## src/sv/rlt_ram.sv

```systemverilog
`default_nettype none
module rlt_ram #(
	parameter int Width = 8,
	parameter int Depth = 16
) (
	input  wire logic                     clk,
	input  wire logic                     we,
	input  wire logic [$clog2(Depth)-1:0] waddr,
	input  wire logic [Width-1:0]         wdata,
	input  wire logic [$clog2(Depth)-1:0] raddr,
	output logic      [Width-1:0]         rdata
);
	logic [Width-1:0] mem [Depth];

	always_ff @(posedge clk) begin
		if (we) begin
			mem[waddr] <= wdata;
		end
		rdata <= mem[raddr];
	end
endmodule
`default_nettype wire

```

## config.mk

```make
export PLATFORM = sky130hd
export DESIGN_NAME = rlt_ram
export DESIGN_NICKNAME = d
export VERILOG_FILES = /design/src/sv/rlt_ram.sv
export SDC_FILE = /design/constraint.sdc
export NUM_CORES = 1
export LEC_CHECK = 0
export ABC_CLOCK_PERIOD_IN_PS = 3000
export BUFFER_PORTS_ARGS = -buffer_cell sky130_fd_sc_hd__buf_4
export CAP_MARGIN = 30
export CORE_MARGIN = 2
export CORE_UTILIZATION = 30
export DETAILED_ROUTE_END_ITERATION = 8
export GPL_TIMING_DRIVEN = 1
export SETUP_SLACK_MARGIN = 0.02
export SYNTH_ARGS = -nofsm -noshare
export SYNTH_HDL_FRONTEND = slang
export SYNTH_SLANG_ARGS = --single-unit
```

## constraint.sdc

```tcl
create_clock -name clk -period 3 [get_ports clk]
set_clock_uncertainty 0.15 [all_clocks]
set_input_delay 0.3 -clock clk [delete_from_list [all_inputs] [get_ports clk]]
set_output_delay 0.3 -clock clk [all_outputs]
set_load 0.05 [all_outputs]
```

; Word-level counts from Yosys, hierarchy flattened
; Memory sizes are Yosys's and may differ from the RTL's. A register that Yosys moved wholly into a read port is not among the register bits.
; Cells that the tools add are included.
[word_totals]
reg_bits = 0
latch_bits = 0
mem_bits_rw = 128
mem_bits_ro = 0
inputBits = 18
output_inout_bits = 8
elab_cells = 3
memories = 1
[memory_table]
columns = name, depth, word_bits, rd, rd_ports_with_merged_regs, wr, line
row1 = mem, 16, 8, 1, 1, 1, 13  ; logic [Width-1:0] mem [Depth];
[op_classes]
n_addsub = 0
mul = 0
n_div = 0
order_cmp = 0
n_eq_ne = 0
shift = 0
mux = 2
bitwise_logic = 0
reduce_logical = 0
[op_table]
columns = op, n
row1 = two-way mux 1 bit, 2

; Logic depth before layout (Yosys ltp)
[depth]
word_depth = 2
depth_mapped = 5
depth_no_buf = 3

; Worst setup path before layout
; OpenSTA, ideal clock, no wires.
[synth_path]
path_type = input port to flip-flop
start = input port waddr[2]
end = memory mem[0][0] (enable)
setup_time_ps = 383
arrival_time_ps = 1410
required_time_ps = 2467
slack_ps = 1057
path_stages = 2
n_path_buf = 0
path_cell_list = or3b_2 nor3_1
[synth_rtl]
columns = item, line
row1 = from (decl), 8  ; input wire logic [$clog2(Depth)-1:0] waddr,
row2 = to (decl), 13
; Straight into the memory's write port.

; Worst setup path in the final report
[layout_path]
start = input port waddr[2]
end = memory mem[1][2] (enable)
; Straight into the memory's write port.

==> impl_metrics.py <==
metrics = {
    "synthesis": {
        "synth_top_cell_area_share": 0.747,
        "yosysWarningCount": 0,
        "synthesis.area_um2": 5150,
        "ys_types": 19,
        "synthArstFlopShare": 0,
        "synth_most_common_cell": "edfxtp_1",
        "synth_commonest_cells": "edfxtp_1, mux4_2, a22oi_1",
        "synthTopCellsByArea": "edfxtp_1, mux4_2, mux4_1",
        "synth_area_leader_cell": "edfxtp_1",
        "synth_nets": 247,
        "synth-edff-count": 128,
        "avgSynthCellArea_um2": 22.5,
        "yosysSeqAreaShare": 0.778,
        "synthCells": 229,
        "synth_flop_cell": "edfxtp_1",
        "synth-seq-cells": 136,
    },
    "sta": {
        "report.final.hold_viol_count": 0,
        "fin_tns_setup_ns": 0,
        "final_max_slew_viol_count": 0,
        "slew_headroom": 0.364,
        "tightestPinTransition_ns": 0.950,
        "finalSetupViolations": 0,
        "period_share": 0.576,
        "rsz0062_at_grt": "no",
        "period_needed_ns": 1.73,
        "fmax_mhz": 578,
    },
    "worst_setup_path": {
        "start_kind": "primary input",
        "timing.rr.end": "rdata[2]$_DFF_P_",
        "cp-end-kind": "flip-flop",
        "cp.required_ns": 2.88,
        "timing.rr.start": "mem[5][2]$_DFFE_PP_",
        "r2r_slack_ns": 1.43,
        "crit_end": "mem[1][2]$_DFFE_PP_",
        "cp-startpoint": "waddr[2]",
        "critPathMaxFanout": 8,
        "r2r_cells": 3,
        "arrival_ns": 1.61,
        "worstSetupPathType": "primary input to flip-flop",
    },
    "route": {
        "wirelength_um": 9820,
        "drt-initial-drc-count": 193,
        "num_vias": 2384,
        "via_per_inst": 4.72,
        "antenna_left": 0,
        "wire_per_inst_um": 19.4,
        "drc_errors": 0,
        "drt_pass1_iterations": 5,
    },
    "cts": {
        "cts.reportedPaths.clkPinSlew_ns": 0.06,
        "cts_sinks": 136,
        "cts_htree_levels": 4,
        "holdBufCountCts": 0,
        "clockRootBuffer": "clkbuf_16",
        "post_cts_buffers": 0,
        "cts_resized": 0,
        "cts_tree": "yes",
        "numCtsBuffers": 17,
        "clk_latency_ns": 0.41,
        "clockBufferDepth": 2,
    },
    "placement": {
        "dp_cells": 473,
        "dp_hpwl_um": 6220,
        "port_buffers": 25,
        "place.gp.congestion": 0.713,
    },
    "pwr": {
        "cellLeakagePower_uw": 0.00206,
        "pwr-share-seq": 0.477,
        "pwr-share-clk": 0.469,
        "powerDensity_nw_per_um2": 723,
        "switchingPower_uw": 935,
        "vdd_ir_drop_max_mv": 0.385,
        "p_int_uw": 3550,
        "p_comb_frac": 0.054,
        "swShare": 0.208,
    },
    "final_layout": {
        "nets": 290,
        "syn_to_final_growth_pct": 20.5,
        "final_cells": 505,
        "fill_cells": 1527,
        "diodes": 0,
        "layout-drive-gt1-share": 0.298,
    },
    "global_route": {
        "grt_use_total": 0.114,
        "grt_overflow": 0,
        "grt_pass1_wl_um": 14700,
        "grt_pass1_vias": 2393,
        "grt_max_degree": 33,
        "antenna_found_initial": 0,
    },
    "die": {
        "initial_core_util": 0.308,
        "die_h_um": 135,
        "io_pins": 26,
        "die_w_um": 135,
        "dieArea_um2": 18200,
        "core_um2": 16700,
        "fp-row-count": 47,
    },
    "min_path": {
        "hold_class": "primary input to flip-flop",
    },
    "flow_run": {
        "drv_cap": 0,
    },
    "outcome": {
        "outcome": "completed",
    },
}
[power groups by stage]
stage / registers [µW] / logic, µW / clock network [µW]
finish: 2140 / 243 / 2100
global route: 2140 / 261 / 2210
CTS: 2140 / 247 / 2130
detailed placement: 2180 / 247 / 0
global placement: 2180 / 244 / 0
floorplan: 2220 / 108 / 0
[logic make-up (layout without fill, tap and decap cells)]
logic type             count (synthesis)  after routing  synth area share
DFF                                  136            136             0.778
and+or+nand+nor                       35             35            0.0318
muxes                                 32             32             0.150
AOI/OAI and AO/OA                     16             16            0.0233
buffers and inverters                 10             66            0.0168
[cell type report]
type                            instances  area (µm²)  share of cell area
Clock buffer                           18         439              0.0708
Clock inverter                         14         174              0.0280
Multi-Input combinational cell         83        1060               0.170
Sequential cell                       136        4000               0.645
Tap cell                              220         275              0.0444
Timing Repair Buffer                   34         255              0.0411
[state kept, by name (all words and copies together) (netlist names)]
register  flops
mem         128
rdata         8
[worst max-delay path, stage by stage]
cell and delay, ns:
buf_4 0.12, or3b_2 0.52, nor2_1 0.67
[stage by stage]
| stage | setup slack, ns | total power (µW) | hold WS, ns | cell area (µm²) | util |
|---|---|---|---|---|---|
| 2_1_floorplan | 1.06 | 2330 | 0.249 | 5150 | - |
| 3_3_place_gp | 0.837 | 2420 | 0.457 | 5590 | 0.335 |
| 3_5_place_dp | 0.840 | 2430 | 0.472 | 5590 | 0.335 |
| 4_1_cts | 1.27 | 4510 | 0.0458 | 6200 | 0.372 |
| 5_1_grt | 1.14 | 4610 | 0.0562 | 6200 | 0.372 |
| 6_report | 1.27 | 4490 | 0.0510 | 6200 | 0.372 |
[how the worst min path moves through the flow]
| stage | start | slack [ns] | end | cells past startpoint |
|---|---|---|---|---|
| 2_1_floorplan | wdata[0] | 0.25 | mem[0][0]$_DFFE_PP_ | 0 |
| 3_3_place_gp | wdata[1] | 0.46 | mem[12][1]$_DFFE_PP_ | 1 |
| 3_5_place_dp | wdata[1] | 0.47 | mem[12][1]$_DFFE_PP_ | 1 |
| 4_1_cts | wdata[0] | 0.05 | mem[14][0]$_DFFE_PP_ | 1 |
| 5_1_grt | wdata[1] | 0.06 | mem[10][1]$_DFFE_PP_ | 1 |
| 6_report | wdata[1] | 0.05 | mem[9][1]$_DFFE_PP_ | 1 |
[per-layer routing]
layer / share of wire / GRT usage / wire length (µm)
met1: 0.45 / 0.154 / 4420
met2: 0.48 / 0.174 / 4750
met3: 0.054 / 0.0390 / 534
met4: 0.012 / 0.0382 / 113
met5: 0 / 0 / 0
[placed cells by master (no fill, tap or decap)]
cell type     n
nand2b_1      2
clkinv_4      5
clkinvlp_4    1
bufinv_16     3
a22oi_1      16
nor2_1       13
clkbuf_16    17
nand3_1       1
mux4_2       18
buf_4        34
inv_6         2
or3b_2        1
mux4_1       14
nor2b_1       1
and2_1        1
and2b_1       1
clkinv_2      3
nand3b_1      2
nand2_1       9
edfxtp_1    128
clkbuf_8      1
nor3_1        4
dfxtp_1       8
No activity file was read; power rests on OpenSTA's default activity.
